`src/rlt_pkg.sv`:
```
// ----------------------------------------------------------------------------
// Request line tokenizer package
// Shared types, character codes and helpers for the tokenizer modules.
// ----------------------------------------------------------------------------
package rlt_pkg;

	localparam logic [7:0] CH_CR = 8'h0D;
	localparam logic [7:0] CH_LF = 8'h0A;
	localparam logic [7:0] CH_SP = 8'h20;

	localparam int LEN_W = 9;
	localparam logic [LEN_W-1:0] LEN_SAT = 9'd256;

	localparam logic KIND_BYTE    = 1'b0;
	localparam logic KIND_VERDICT = 1'b1;

	localparam logic [1:0] TOK_METHOD  = 2'd0;
	localparam logic [1:0] TOK_PATH    = 2'd1;
	localparam logic [1:0] TOK_VERSION = 2'd2;

	typedef struct packed {
		logic       kind;
		logic [1:0] id;
		logic [7:0] tbyte;
		logic [7:0] idx;
		logic       bad;
		logic       last;
	} result_t;

	// One job holds the one or two results of one accepted byte.
	typedef struct packed {
		logic    two;
		result_t first;
		result_t second;
	} job_t;

	function automatic logic [7:0] sat_idx(input logic [LEN_W-1:0] len);
		sat_idx = len[LEN_W-1] ? 8'hFF : len[7:0];
	endfunction

	function automatic logic [LEN_W-1:0] len_inc(input logic [LEN_W-1:0] len);
		len_inc = (len == LEN_SAT) ? len : len + 9'd1;
	endfunction

	function automatic logic [1:0] tok_of(input logic [1:0] spaces);
		tok_of = spaces[1] ? TOK_VERSION : spaces;
	endfunction

endpackage

```
`src/rlt_front.sv`:
```
// ----------------------------------------------------------------------------
// Request line tokenizer front end
// Classifies each accepted byte, updates line state and builds a result job when one is due.
// ----------------------------------------------------------------------------
module rlt_front #(
	parameter int METHOD_CAP  = 16,
	parameter int PATH_CAP    = 256,
	parameter int VERSION_CAP = 16
) (
	input  logic           clk,
	input  logic           arst_n,
	input  logic           accept,
	input  logic [7:0]     data_byte,
	input  logic           end_of_buffer,
	output logic           job_valid,
	output rlt_pkg::job_t  job
);
	import rlt_pkg::*;

	localparam logic [LEN_W-1:0] M_CAP = LEN_W'(METHOD_CAP);
	localparam logic [LEN_W-1:0] P_CAP = LEN_W'(PATH_CAP);
	localparam logic [LEN_W-1:0] V_CAP = LEN_W'(VERSION_CAP);

	logic             done_q;
	logic             held_q;
	logic [1:0]       spaces_q;
	logic [LEN_W-1:0] len_q;
	logic             bad_q;

	logic             done_d;
	logic             held_d;
	logic [1:0]       spaces_d;
	logic [LEN_W-1:0] len_d;
	logic             bad_d;

	logic [LEN_W-1:0] len_a;
	logic [LEN_W-1:0] cap_sel;
	logic             verdict_bad;
	result_t          r_cr;
	result_t          r_byte;
	result_t          r_verdict;

	always_comb begin
		len_a   = held_q ? len_inc(len_q) : len_q;
		cap_sel = (spaces_q == 2'd0) ? M_CAP : P_CAP;
		verdict_bad = bad_q || (spaces_q != 2'd2) || (len_q == '0) || (len_q >= V_CAP);

		r_cr      = '{kind: KIND_BYTE, id: tok_of(spaces_q), tbyte: CH_CR,
			idx: sat_idx(len_q), bad: 1'b0, last: 1'b0};
		r_byte    = '{kind: KIND_BYTE, id: tok_of(spaces_q), tbyte: data_byte,
			idx: sat_idx(len_a), bad: 1'b0, last: 1'b1};
		r_verdict = '{kind: KIND_VERDICT, id: TOK_METHOD, tbyte: 8'h00,
			idx: 8'h00, bad: 1'b1, last: 1'b1};

		done_d   = done_q;
		held_d   = held_q;
		spaces_d = spaces_q;
		len_d    = len_q;
		bad_d    = bad_q;
		job_valid = 1'b0;
		job = '{two: 1'b0, first: r_verdict, second: r_byte};

		if (!done_q) begin
			priority if (held_q && data_byte == CH_LF) begin
				job_valid = 1'b1;
				job.first.bad = verdict_bad;
				held_d = 1'b0;
				done_d = 1'b1;
			end else if (end_of_buffer) begin
				job_valid = 1'b1;
			end else begin
				held_d = 1'b0;
				len_d  = len_a;
				// a held CR becomes content ahead of this byte
				if (held_q) begin
					job_valid = 1'b1;
					job.first = r_cr;
					job.first.last = 1'b1;
				end
				priority if (data_byte == CH_CR) begin
					held_d = 1'b1;
				end else if (data_byte == CH_SP) begin
					if (!spaces_q[1] && (len_a == '0 || len_a >= cap_sel))
						bad_d = 1'b1;
					if (spaces_q != 2'd3)
						spaces_d = spaces_q + 2'd1;
					len_d = '0;
				end else begin
					len_d = len_inc(len_a);
					job_valid = 1'b1;
					if (held_q) begin
						job.two = 1'b1;
						job.first.last = 1'b0;
					end else begin
						job.first = r_byte;
					end
				end
			end
		end

		if (!accept)
			job_valid = 1'b0;
	end

	always_ff @(posedge clk or negedge arst_n) begin
		if (!arst_n) begin
			done_q   <= 1'b0;
			held_q   <= 1'b0;
			spaces_q <= 2'd0;
			len_q    <= '0;
			bad_q    <= 1'b0;
		end else if (accept) begin
			if (end_of_buffer) begin
				done_q   <= 1'b0;
				held_q   <= 1'b0;
				spaces_q <= 2'd0;
				len_q    <= '0;
				bad_q    <= 1'b0;
			end else begin
				done_q   <= done_d;
				held_q   <= held_d;
				spaces_q <= spaces_d;
				len_q    <= len_d;
				bad_q    <= bad_d;
			end
		end
	end

endmodule

```
`src/rlt_queue.sv`:
```
// ----------------------------------------------------------------------------
// Request line tokenizer job queue
// Short register queue between the front end and the result stage.
// ----------------------------------------------------------------------------
module rlt_queue (
	input  logic           clk,
	input  logic           arst_n,
	input  logic           wr_en,
	input  rlt_pkg::job_t  wr_job,
	output logic           full,
	input  logic           rd_en,
	output logic           rd_valid,
	output rlt_pkg::job_t  rd_job
);
	import rlt_pkg::*;

	localparam int DEPTH = 4;
	localparam int PTR_W = $clog2(DEPTH);

	job_t             jobs_q [DEPTH];
	logic [PTR_W-1:0] wr_ptr_q;
	logic [PTR_W-1:0] rd_ptr_q;
	logic [PTR_W:0]   count_q;

	assign full     = (count_q == (PTR_W+1)'(DEPTH));
	assign rd_valid = (count_q != '0);
	assign rd_job   = jobs_q[rd_ptr_q];

	always_ff @(posedge clk) begin
		if (wr_en)
			jobs_q[wr_ptr_q] <= wr_job;
	end

	always_ff @(posedge clk or negedge arst_n) begin
		if (!arst_n) begin
			wr_ptr_q <= '0;
			rd_ptr_q <= '0;
			count_q  <= '0;
		end else begin
			if (wr_en)
				wr_ptr_q <= wr_ptr_q + 1'b1;
			if (rd_en)
				rd_ptr_q <= rd_ptr_q + 1'b1;
			unique case ({wr_en, rd_en})
				2'b10:   count_q <= count_q + 1'b1;
				2'b01:   count_q <= count_q - 1'b1;
				default: count_q <= count_q;
			endcase
		end
	end

endmodule

```
`src/rlt_back.sv`:
```
// ----------------------------------------------------------------------------
// Request line tokenizer result stage
// Holds one job and hands out its results one beat at a time.
// ----------------------------------------------------------------------------
module rlt_back (
	input  logic              clk,
	input  logic              arst_n,
	input  logic              q_valid,
	input  rlt_pkg::job_t     q_job,
	output logic              q_pop,
	output logic              empty,
	input  logic              pop,
	output rlt_pkg::result_t  res
);
	import rlt_pkg::*;

	job_t cur_q;
	logic valid_q;
	logic second_q;
	logic finish;
	logic load;

	assign finish = valid_q && pop && (!cur_q.two || second_q);
	assign load   = !valid_q || finish;
	assign q_pop  = load && q_valid;
	assign empty  = !valid_q;
	assign res    = second_q ? cur_q.second : cur_q.first;

	always_ff @(posedge clk) begin
		if (q_pop)
			cur_q <= q_job;
	end

	always_ff @(posedge clk or negedge arst_n) begin
		if (!arst_n) begin
			valid_q  <= 1'b0;
			second_q <= 1'b0;
		end else begin
			if (load) begin
				valid_q  <= q_valid;
				second_q <= 1'b0;
			end else if (valid_q && pop) begin
				// advance to the second result of this job
				second_q <= 1'b1;
			end
		end
	end

	a_second_needs_two: assert property (@(posedge clk) disable iff (!arst_n)
		second_q |-> (valid_q && cur_q.two))
		else $error("second result shown for a single-result job");

	a_hold_when_stalled: assert property (@(posedge clk) disable iff (!arst_n)
		(valid_q && !pop) |=> (valid_q && $stable(second_q)))
		else $error("result stage moved without a pop");

	a_last_on_final: assert property (@(posedge clk) disable iff (!arst_n)
		(valid_q && (!cur_q.two || second_q)) |-> res.last)
		else $error("final result of a job lacks the last mark");

endmodule

```
`src/request_line_tokenizer_top.sv`:
```
// A byte's results pass through the job queue and then the result stage register
// before they can be popped.
// Throughput: one byte per cycle in while full is low, one result beat per cycle
// out while jobs wait. A content byte right after a held CR gives two beats.
// full is set by the four-entry job queue between front end and result stage.
// Reset: arst_n clears line state, the queue and the result stage at once.
// ----------------------------------------------------------------------------
// Request line tokenizer top level
// Splits the first line of a request buffer into method, path and version.
// ----------------------------------------------------------------------------
module request_line_tokenizer_top #(
	parameter int METHOD_CAP  = 16,
	parameter int PATH_CAP    = 256,
	parameter int VERSION_CAP = 16
) (
	input  logic       clk,
	input  logic       arst_n,
	input  logic       push,
	output logic       full,
	input  logic [7:0] data_byte,
	input  logic       end_of_buffer,
	output logic       empty,
	input  logic       pop,
	output logic       result_kind,
	output logic [1:0] token_id,
	output logic [7:0] token_byte,
	output logic [7:0] byte_index,
	output logic       line_bad,
	output logic       last_result
);
	import rlt_pkg::*;

	logic    accept;
	logic    job_valid;
	job_t    job;
	logic    q_valid;
	job_t    q_job;
	logic    q_pop;
	result_t res;

	assign accept = push && !full;

	rlt_front #(
		.METHOD_CAP  (METHOD_CAP),
		.PATH_CAP    (PATH_CAP),
		.VERSION_CAP (VERSION_CAP)
	) u_front (
		.clk           (clk),
		.arst_n        (arst_n),
		.accept        (accept),
		.data_byte     (data_byte),
		.end_of_buffer (end_of_buffer),
		.job_valid     (job_valid),
		.job           (job)
	);

	rlt_queue u_queue (
		.clk      (clk),
		.arst_n   (arst_n),
		.wr_en    (job_valid),
		.wr_job   (job),
		.full     (full),
		.rd_en    (q_pop),
		.rd_valid (q_valid),
		.rd_job   (q_job)
	);

	rlt_back u_back (
		.clk     (clk),
		.arst_n  (arst_n),
		.q_valid (q_valid),
		.q_job   (q_job),
		.q_pop   (q_pop),
		.empty   (empty),
		.pop     (pop),
		.res     (res)
	);

	assign result_kind = res.kind;
	assign token_id    = res.id;
	assign token_byte  = res.tbyte;
	assign byte_index  = res.idx;
	assign line_bad    = res.bad;
	assign last_result = res.last;

endmodule

```
`config.mk`:
```
export PLATFORM = sky130hd
export DESIGN_NAME = request_line_tokenizer_top
export DESIGN_NICKNAME = d
export VERILOG_FILES = /design/src/rlt_pkg.sv /design/src/rlt_front.sv /design/src/rlt_queue.sv /design/src/rlt_back.sv /design/src/request_line_tokenizer_top.sv
export SDC_FILE = /design/constraint.sdc
export NUM_CORES = 1
export LEC_CHECK = 0
export BUFFER_PORTS_ARGS = -buffer_cell sky130_fd_sc_hd__buf_2
export CORE_UTILIZATION = 50
export CTS_BUF_LIST = sky130_fd_sc_hd__clkbuf_4
export DETAILED_ROUTE_END_ITERATION = 10
export PLACE_DENSITY = 0.67
export SKIP_CTS_REPAIR_TIMING = 1
export SYNTH_ARGS = -nofsm -noshare
export SYNTH_HDL_FRONTEND = slang
export SYNTH_SLANG_ARGS = --single-unit
```
`constraint.sdc`:
```
create_clock -name clk -period 9.25 [get_ports clk]
set_input_delay 1.3875 -clock clk [delete_from_list [all_inputs] [get_ports clk]]
set_output_delay 1.3875 -clock clk [all_outputs]
set_load 0.005 [all_outputs]
```
==> results.json, run 1 <==
{
  "cts_tree": "done",
  "power_leakage_uw": 0.00366,
  "hp-class": "register to register",
  "dpl.cell_count": 779,
  "clock-sinks": 223,
  "ant_nets": 0,
  "grt_pass1_wl_mm": 27.7,
  "cts_max_path_buffers": 3,
  "initial_core_util": 0.512,
  "die_area_sq_mm": 0.0191,
  "critPathLaunchType": "input port",
  "syn_avg_cell_area_sq_um": 17.2,
  "synth_edf_count": 200,
  "vias": 4852,
  "synth_seq_area_share": 0.711,
  "worst_hold_slack_ps": 556,
  "grt_use_total": 0.191,
  "crit_chain": "buf_2, nor4_2, nand4b_1, and2_1, nor3_1, nor3_1, and2_2",
  "fp.coreArea_sq_mm": 0.0181,
  "worst_ir_drop_vdd_uv": 252,
  "h-tree-depth": 2,
  "slowest_delay_ps": 1040,
  "die_h_um": 138,
  "dpl_cell_area_sq_mm": 0.00965,
  "cp_max_fo": 40,
  "netlist_area_sq_mm": 0.00926,
  "gp_congestion": 0.816,
  "status": "complete, but fails checks",
  "drt_iter0_markers": 391,
  "numCtsBuffers": 56,
  "critPathCaptureType": "register",
  "synth_nets": 566,
  "setup_viol": 0,
  "overflow": 0,
  "tightest_slew_ps": 1140,
  "power.density_mw_per_mm2": 297,
  "crit_buf_inv": 1,
  "cts_root_buf": "clkbuf_4",
  "drive_gt1_frac": 0.306,
  "finalCritPeriodShare": 0.391,
  "ys_seq_elements": 223,
  "violations": "design-rule violations",
  "grt_pass1_vias": 5175,
  "relSlewSlack": 0.239,
  "rsz0062_at_grt": "false",
  "finalCriticalPeriod_ps": 3620,
  "route.detailed.drc": 5,
  "skew_ps": 21.6,
  "viasPerCell": 5.55,
  "ys_warn_count": 0,
  "instances_no_fill": 874,
  "hold_viol_final": 0,
  "arrival_ps": 3870,
  "grt_antenna_before_repair": 1,
  "crit_family": "simple AND/OR/NAND/NOR gates",
  "io_pins": 36,
  "die_x_um": 138,
  "path_clk_slew_ps": 70,
  "area_growth_pct": 11.6,
  "drt-pass1-iter-count": 7,
  "cp_slowest_cell": "and2_2",
  "final_area_sq_mm": 0.0103,
  "rows": 49,
  "worst_slack_ps": 5630,
  "maxCapViolations": 0,
  "hpwlAfterDp_mm": 10.1,
  "max_freq_mhz": 277,
  "io_buffers": 35,
  "setup_tns_ps": 0,
  "synthArstFlopShare": 0.103,
  "routed_wl_mm": 17.1,
  "grt_max_degree": 43,
  "num-nets-final": 637,
  "critPathRequiredTime_ps": 9500,
  "synth_flop_cell": "edfxtp_1",
  "post-place-ws_ps": 4980,
  "clock_latency_ps": 660,
  "drv_slew": 0,
  "synth.distinct_cells": 56,
  "syn-instance-count": 537,
  "cpMostUsedCell": "nor3_1",
  "path_class": "input port to register",
  "avgRoutedWirePerCell_um": 19.6
}
-- metrics by stage --
| stage | power, uW | utilization |
|---|---|---|
| after detailed placement | 2330 | 0.534 |
| after floorplan | 2060 | - |
| after CTS | 3120 | 0.571 |
| after global placement | 2290 | 0.534 |
| after global routing | 3260 | 0.571 |
| final | 3070 | 0.571 |
-- where the power goes --
| group | internal [uW] | leakage [uW] | switching (uW) |
|---|---|---|---|
| logic | 364 | 0.00112 | 429 |
| clock network | 420 | 0.000405 | 365 |
| registers | 1400 | 0.00214 | 96.2 |
-- worst paths after layout --
kind                                          to  cells after the start  slack [ps]               start
min in group asynchronous    u_queue.rd_ptr_q[1]                      1         720              arst_n
min                               u_back.valid_q                      2         560  u_queue.count_q[2]
max                        u_queue.jobs_q[0][20]                      7        5630        data_byte[1]
min reg2reg                       u_back.valid_q                      2         560  u_queue.count_q[2]
max reg2reg                     u_front.len_q[6]                     12        6020    u_front.len_q[0]
max in group asynchronous    u_queue.rd_ptr_q[0]                      1        8120              arst_n
-- cells in the mapped netlist (all sizes together) (2+ instances only) --
cell type | n | share of area
or3 | 6 | 0.0041
nor2 | 29 | 0.012
or2 | 3 | 0.0020
and2 | 11 | 0.0074
and4 | 2 | 0.0019
mux2 | 19 | 0.023
xor2 | 6 | 0.0057
nand3 | 10 | 0.0054
clkbuf | 12 | 0.0051
nor4 | 5 | 0.0047
mux2i | 3 | 0.0032
mux4 | 40 | 0.097
inv | 26 | 0.011
nand4 | 5 | 0.0041
nor2b | 4 | 0.0027
nand2 | 22 | 0.0089
xnor2 | 13 | 0.012
nand4b | 4 | 0.0038
o31ai | 2 | 0.0031
buf | 15 | 0.0081
dfrtp | 23 | 0.062
a31oi | 4 | 0.0027
nor3 | 12 | 0.0065
edfxtp | 200 | 0.65
ha | 15 | 0.020
a21oi | 7 | 0.0038
and3 | 4 | 0.0027
nand2b | 4 | 0.0027
o21a | 2 | 0.0016
o21ai | 12 | 0.0065
-- sequential cells by signal, indices dropped and copies added, names as in the netlist, 2 cells and up --
signal	cells
u_queue.jobs_q	160
u_back.cur_q	40
u_front.len_q	9
u_queue.count_q	3
u_front.spaces_q	2
u_queue.rd_ptr_q	2
u_queue.wr_ptr_q	2
-- final cells by class --
cell class,instances,area [sq um]
fillers,1374,7750
inverters,26,97.6
flip-flops and latches,223,6580
multi-input cells,261,2470
diodes,1,2.50
clock inverters,14,80.1
well taps,229,287
repair buffers,40,213
clock buffers,80,601
-- tightest hold or removal path, cell delays in order, from the launching register on --
cell     delay (ps)
dfrtp_1         340
inv_1            90
nand3_1          80
-- logic make-up (layout without fill, tap and decap cells) --
kind of cell    Yosys count  after routing  share of synthesized area
simple gates            123            123                     0.0702
compound gates           41             41                     0.0315
xor+xnor                 19             19                     0.0180
flops                   223            223                      0.711
fa+ha+maj                16             16                     0.0224
buf+inv                  53            160                     0.0238
other cells               0              1                          0
mux                      62             62                      0.124
-- layer usage --
layer | vias to the layer above | track usage | part of all wire
li1 | 2258 | - | -
met5 | - | 0 | 0
met4 | 0 | 0.0810 | 0.017
met1 | 2459 | 0.245 | 0.43
met2 | 112 | 0.315 | 0.50
met3 | 23 | 0.0457 | 0.045
-- cell usage in the layout (no fill, tap or decap), types with 2 or more instances in the layout --
cell / instances
nor4_2: 2
and2_1: 6
and3_1: 4
o21ai_0: 8
o21a_1: 2
nor3_1: 12
a31oi_1: 4
nor2_1: 29
clkinv_1: 12
nor2b_1: 4
nand4b_1: 4
buf_2: 35
edfxtp_1: 200
and4_1: 2
mux2i_1: 3
xnor2_1: 13
clkbuf_4: 80
nand3_1: 10
dfrtp_1: 22
nand2_1: 22
inv_1: 25
or3_1: 6
a21oi_1: 7
nand2b_1: 4
and2_2: 4
buf_4: 5
nor4_1: 3
o21ai_1: 4
mux2_2: 19
xor2_1: 6
ha_1: 15
or2_2: 3
nand4_1: 4
mux4_2: 40
Power figures use the tool's default switching activity.
==> run 2: changes to the inputs <==
--- a/config.mk
+++ b/config.mk
@@ -9,7 +9,7 @@
 export CORE_UTILIZATION = 50
 export CTS_BUF_LIST = sky130_fd_sc_hd__clkbuf_4
 export DETAILED_ROUTE_END_ITERATION = 10
-export PLACE_DENSITY = 0.67
+export PLACE_DENSITY = 0.69
 export SKIP_CTS_REPAIR_TIMING = 1
 export SYNTH_ARGS = -nofsm -noshare
 export SYNTH_HDL_FRONTEND = slang
==> constraint.sdc (replaced) <==
create_clock -name clk -period 3.2 [get_ports clk]
set_input_delay 0.48 -clock clk [delete_from_list [all_inputs] [get_ports clk]]
set_output_delay 0.48 -clock clk [all_outputs]
set_load 0.005 [all_outputs]
==> run 2 against run 1 <==
The run still ends with design-rule violations left. Register-to-register slack worse by 5700 ps. Sequential share of layout area shrank 1.4 points. Sequential power rose to 2.9 times the previous value. Via count rose by 3.0%. Worst setup slack worse by 5400 ps. Non-clock buffer count up 19. Critical endpoint is now u_front.len_q[6]. Largest cell class unchanged.
==> results.json, run 2 (same netlist as run 1, synthesis figures left out) <==
{
  "io_pins": 36,
  "met1Wirelength_mm": 7.92,
  "grt_pass1_wl_mm": 28.6,
  "finalCritPeriodShare": 0.915,
  "hpwlAfterDp_mm": 10.9,
  "reg2reg_to": "u_front.len_q[6]",
  "regMostFlops": "u_queue.jobs_q",
  "grt_use_total": 0.198,
  "die_h_um": 138,
  "wl_met3_um": 829,
  "overflow": 0,
  "fillers": 1431,
  "worst_ir_drop_vdd_uv": 436,
  "vias": 4999,
  "arrival_ps": 3520,
  "power_leakage_uw": 0.00379,
  "violations": "design-rule violations",
  "grt_antenna_before_repair": 1,
  "setup_viol": 0,
  "final_cell_mix": "edfxtp_1, clkbuf_4, mux4_2, buf_2, nor2_1",
  "die_x_um": 138,
  "rr_worst_depth": 12,
  "drive_gt1_frac": 0.327,
  "path_class": "register to register",
  "cp-endpoint": "u_front.len_q[6]",
  "initial_core_util": 0.512,
  "viasPerCell": 5.56,
  "tightest_slew_ps": 883,
  "critPathCaptureType": "register",
  "instances_no_fill": 899,
  "skew_ps": 31.1,
  "cts_max_path_buffers": 3,
  "avgRoutedWirePerCell_um": 19.9,
  "io_buffers": 35,
  "h-tree-depth": 2,
  "hold_viol_final": 0,
  "cp_max_fo": 9,
  "dpl.cell_count": 797,
  "maxCapViolations": 0,
  "reg_top3": "u_queue.jobs_q (160), u_back.cur_q (40), u_front.len_q (9)",
  "power.density_mw_per_mm2": 860,
  "max_freq_mhz": 342,
  "drt-pass1-iter-count": 10,
  "topRoutingLayerUsed": "met4",
  "clock-sinks": 223,
  "hp-class": "input port to register",
  "num-nets-final": 653,
  "grt_max_degree": 43,
  "numCtsBuffers": 53,
  "rows": 49,
  "critPathRequiredTime_ps": 3790,
  "crit_start": "u_front.len_q[1]",
  "total_power_uw": 9090,
  "setup_tns_ps": 0,
  "status": "complete, but fails checks",
  "r2r-start": "u_front.len_q[1]",
  "seq_area_sq_mm": 0.00658,
  "wl_met2_mm": 8.82,
  "fp.coreArea_sq_mm": 0.0181,
  "rsz0062_at_grt": "false",
  "worstHoldPathCells": 1,
  "cts_tree": "done",
  "die_area_sq_mm": 0.0191,
  "post-place-ws_ps": 247,
  "relSlewSlack": 0.411,
  "grt_pass1_vias": 5310,
  "cts_root_buf": "clkbuf_4",
  "area_growth_pct": 14.0,
  "ant_nets": 0,
  "drv_slew": 0,
  "path_clk_slew_ps": 80,
  "gp_congestion": 0.915,
  "drt_iter0_markers": 383,
  "routed_wl_mm": 17.9,
  "route.detailed.drc": 5,
  "reg2reg_slack_ps": 270,
  "worst_slack_ps": 273,
  "finalCriticalPeriod_ps": 2930,
  "clock_latency_ps": 660,
  "largest_register_ffs": 160,
  "layout_commonest_cell": "edfxtp_1",
  "multi_input_area_sq_mm": 0.00247,
  "critPathLaunchType": "register"
}
## run 2: changes by cell type in the layout (fill, tap and decap cells not counted)
cell           previous run  this run
clkinvlp_4                0         1
buf_4                     5        21
clkinv_1                 12        14
dlygate4sd3_1             0         1
bufinv_16                 1         2
inv_2                     1         2
inv_6                     0         1
buf_12                    0         2
## run 2: worst min path at each step
stage / start / to
global route: data_byte[3] / u_queue.jobs_q[1][11]
CTS: arst_n / u_back.valid_q
detailed placement: u_queue.count_q[2] / u_back.valid_q
finish: data_byte[1] / u_queue.jobs_q[0][9]
global placement: u_queue.count_q[2] / u_back.valid_q
floorplan: arst_n / u_back.second_q
## run 2: per-stage QoR
step | hold slack (ps) | utilization | area, sq um
after floorplan | 184 | - | 9270
after global placement | 502 | 0.542 | 9810
after detailed placement | 514 | 0.542 | 9810
after CTS | -200 | 0.583 | 10500
after global routing | 29.4 | 0.584 | 10600
final | 84.4 | 0.584 | 10600
## run 2: worst max-delay path, cell delays in order (launching register included)
cell and delay [ps]:
dfrtp_1 500, inv_1 100, ha_1 180, nor3b_1 170, a31o_2 280, xnor2_1 320
ha_1 270, inv_1 50, a41o_1 240, nor3_1 230, a31oi_1 140, or3_1 320
nand3_1 80
## run 2: area by class of cell
type	instances	area share
clock inverters	20	0.0130
diodes	1	0.000237
clock buffers	80	0.0569
well taps	229	0.0271
repair buffers	59	0.0363
multi-input cells	261	0.234
flip-flops and latches	223	0.623
inverters	26	0.00924
## run 2: power breakdown
part | switching (uW) | total, uW | internal [uW]
logic | 1230 | 2350 | 1120
registers | 306 | 4340 | 4030
clock network | 1080 | 2400 | 1320
## run 2: layer usage
| layer | vias to the layer above | GRT usage |
|---|---|---|
| met5 | - | 0 |
| met4 | 0 | 0.0733 |
| met3 | 29 | 0.0419 |
| met2 | 138 | 0.324 |
| met1 | 2525 | 0.266 |
| li1 | 2307 | - |
==> run 3: changes to the inputs <==
--- a/config.mk
+++ b/config.mk
@@ -6,10 +6,9 @@
 export NUM_CORES = 1
 export LEC_CHECK = 0
 export BUFFER_PORTS_ARGS = -buffer_cell sky130_fd_sc_hd__buf_2
-export CORE_UTILIZATION = 50
+export CORE_UTILIZATION = 45
 export CTS_BUF_LIST = sky130_fd_sc_hd__clkbuf_4
 export DETAILED_ROUTE_END_ITERATION = 10
-export PLACE_DENSITY = 0.69
 export SKIP_CTS_REPAIR_TIMING = 1
 export SYNTH_ARGS = -nofsm -noshare
 export SYNTH_HDL_FRONTEND = slang
==> run 3 against run 2 <==
The run now ends clean. Final cell count is 3.3% higher. Clock skew is 0.89 ps lower. Non-clock buffer count is 4 lower. Sequential share of layout area is 0.26 points higher. Largest power group unchanged. First-iteration DRC count is 28% lower. Die area is 11% higher. Sequential power is 1% lower.
==> results.json, run 3 (same netlist as run 1, synthesis figures left out) <==
{
  "fp.coreArea_sq_mm": 0.0202,
  "slowest_delay_ps": 520,
  "hpwlAfterDp_mm": 10.5,
  "worst_slack_ps": 244,
  "p_switching_uw": 2600,
  "finalCritPeriodShare": 0.924,
  "route.detailed.drc": 0,
  "rsz0062_at_grt": "false",
  "path_class": "register to register",
  "power.density_mw_per_mm2": 842,
  "numCtsBuffers": 54,
  "relSlewSlack": 0.542,
  "wl_met2_mm": 8.88,
  "setup_viol": 0,
  "setup_tns_ps": 0,
  "cp_slowest_cell": "dfrtp_1",
  "p_int_uw": 6260,
  "area_growth_pct": 13.6,
  "max_freq_mhz": 338,
  "ant_nets": 0,
  "reg_top3": "u_queue.jobs_q (160), u_back.cur_q (40), u_front.len_q (9)",
  "path_clk_slew_ps": 70,
  "total_power_uw": 8860,
  "viasPerCell": 5.30,
  "hp-class": "input port to register",
  "grt_max_degree": 43,
  "grt_pass1_vias": 5314,
  "holdPathEnd": "u_queue.jobs_q[1][11]",
  "io_buffers": 35,
  "maxCapViolations": 0,
  "critPathCaptureType": "register",
  "dpl_cell_area_sq_mm": 0.00985,
  "wl_met3_um": 986,
  "gp_congestion": 0.853,
  "p_clk_frac": 0.246,
  "reg2reg_slack_ps": 240,
  "overflow": 0,
  "topRoutingLayerUsed": "met4",
  "power_frac_seq": 0.484,
  "critPathLaunchType": "register",
  "final_cell_mix": "edfxtp_1, clkbuf_4, mux4_2, buf_2, nor2_1",
  "tightest_slew_ps": 686,
  "crit_chain": "inv_1, ha_1, nor3b_2, a31o_2, xnor2_2, ha_1, inv_1, a41o_1, nor3_1, a31oi_1, or3_1, nand3_1",
  "clock_latency_ps": 680,
  "worstHoldPathCells": 1,
  "die_area_sq_mm": 0.0212,
  "drt_iter0_markers": 276,
  "critPathRequiredTime_ps": 3800,
  "fin_util": 0.520,
  "met1Wirelength_mm": 7.57,
  "cts_tree": "done",
  "power_leakage_uw": 0.00373,
  "grt_use_total": 0.176,
  "arrival_ps": 3550,
  "routed_wl_mm": 17.7,
  "post-place-ws_ps": 189,
  "grt_antenna_before_repair": 1,
  "switching_share": 0.294,
  "r2r-start": "u_front.len_q[1]",
  "cp_max_fo": 9,
  "die_h_um": 145,
  "largest_register_ffs": 160,
  "drive_gt1_frac": 0.316,
  "layout_commonest_cell": "edfxtp_1",
  "hold_viol_final": 0,
  "num-nets-final": 650,
  "drt-pass1-iter-count": 4,
  "rows": 52,
  "initial_core_util": 0.458,
  "worst_ir_drop_vdd_uv": 377,
  "rr_worst_depth": 12,
  "finalCriticalPeriod_ps": 2960,
  "hp-start": "data_byte[3]",
  "power_frac_comb": 0.270,
  "cts_max_path_buffers": 3,
  "avgRoutedWirePerCell_um": 19.0,
  "skew_ps": 30.2,
  "drv_slew": 0,
  "io_pins": 36,
  "reg2reg_to": "u_front.len_q[6]",
  "regMostFlops": "u_queue.jobs_q",
  "clock-sinks": 223,
  "grt_pass1_wl_mm": 28.3,
  "cts_root_buf": "clkbuf_4",
  "status": "completed",
  "final_area_sq_mm": 0.0105,
  "h-tree-depth": 2,
  "die_x_um": 145,
  "vias": 4920
}
-- run 3: cell count changes in the layout (fill, tap and decap cells not counted), sizes merged --
| cell | previous run | this run |
|---|---|---|
| buf | 58 | 54 |
| bufinv | 2 | 1 |
| clkbuf | 80 | 70 |
| clkinv | 15 | 20 |
| clkinvlp | 1 | 2 |
| inv | 28 | 26 |
-- run 3: cell type report --
class	instances	area [sq um]
fill	1677	9710
sequential	223	6580
multi-input combinational	261	2480
clock buffer	70	526
timing repair buffer	55	365
tap	270	338
clock inverter	23	124
inverter	26	97.6
antenna	1	2.50
-- run 3: worst max path at each step --
stage / slack (ps) / to / start
6_report: 240 / u_front.len_q[6] / u_front.len_q[1]
5_1_grt: 30 / u_front.len_q[6] / u_front.len_q[1]
4_1_cts: 160 / u_front.len_q[6] / u_front.len_q[1]
3_5_place_dp: 190 / u_front.len_q[6] / u_front.len_q[1]
3_3_place_gp: 280 / u_front.len_q[6] / u_front.len_q[1]
2_1_floorplan: 50 / u_queue.count_q[2] / pop
-- run 3: stage by stage --
step,hold WS [ps],cells
after floorplan,184,537
after global placement,498,834
after detailed placement,513,834
after CTS,-223,927
after global routing,33.1,929
final,64.7,929
-- run 3: power groups by stage --
stage | Clock [uW] | Combinational, uW | Sequential [uW]
2_1_floorplan | 0 | 1740 | 4210
3_3_place_gp | 0 | 2400 | 4330
3_5_place_dp | 0 | 2440 | 4370
4_1_cts | 2260 | 2450 | 4310
5_1_grt | 2390 | 2630 | 4360
6_report | 2180 | 2390 | 4290
-- run 3: critical path: cells and delay by family, from the launching register on --
kind            cells  cell delay (ps)
simple gates        4              860
compound gates      3              690
flops               1              520
fa+ha+maj           2              420
xor+xnor            1              240
buf+inv             2              140
-- run 3: metal layers --
layer	GRT usage	up-vias
met4	0.0668	0
met5	0	-
met2	0.287	126
met1	0.230	2479
li1	-	2290
met3	0.0423	25
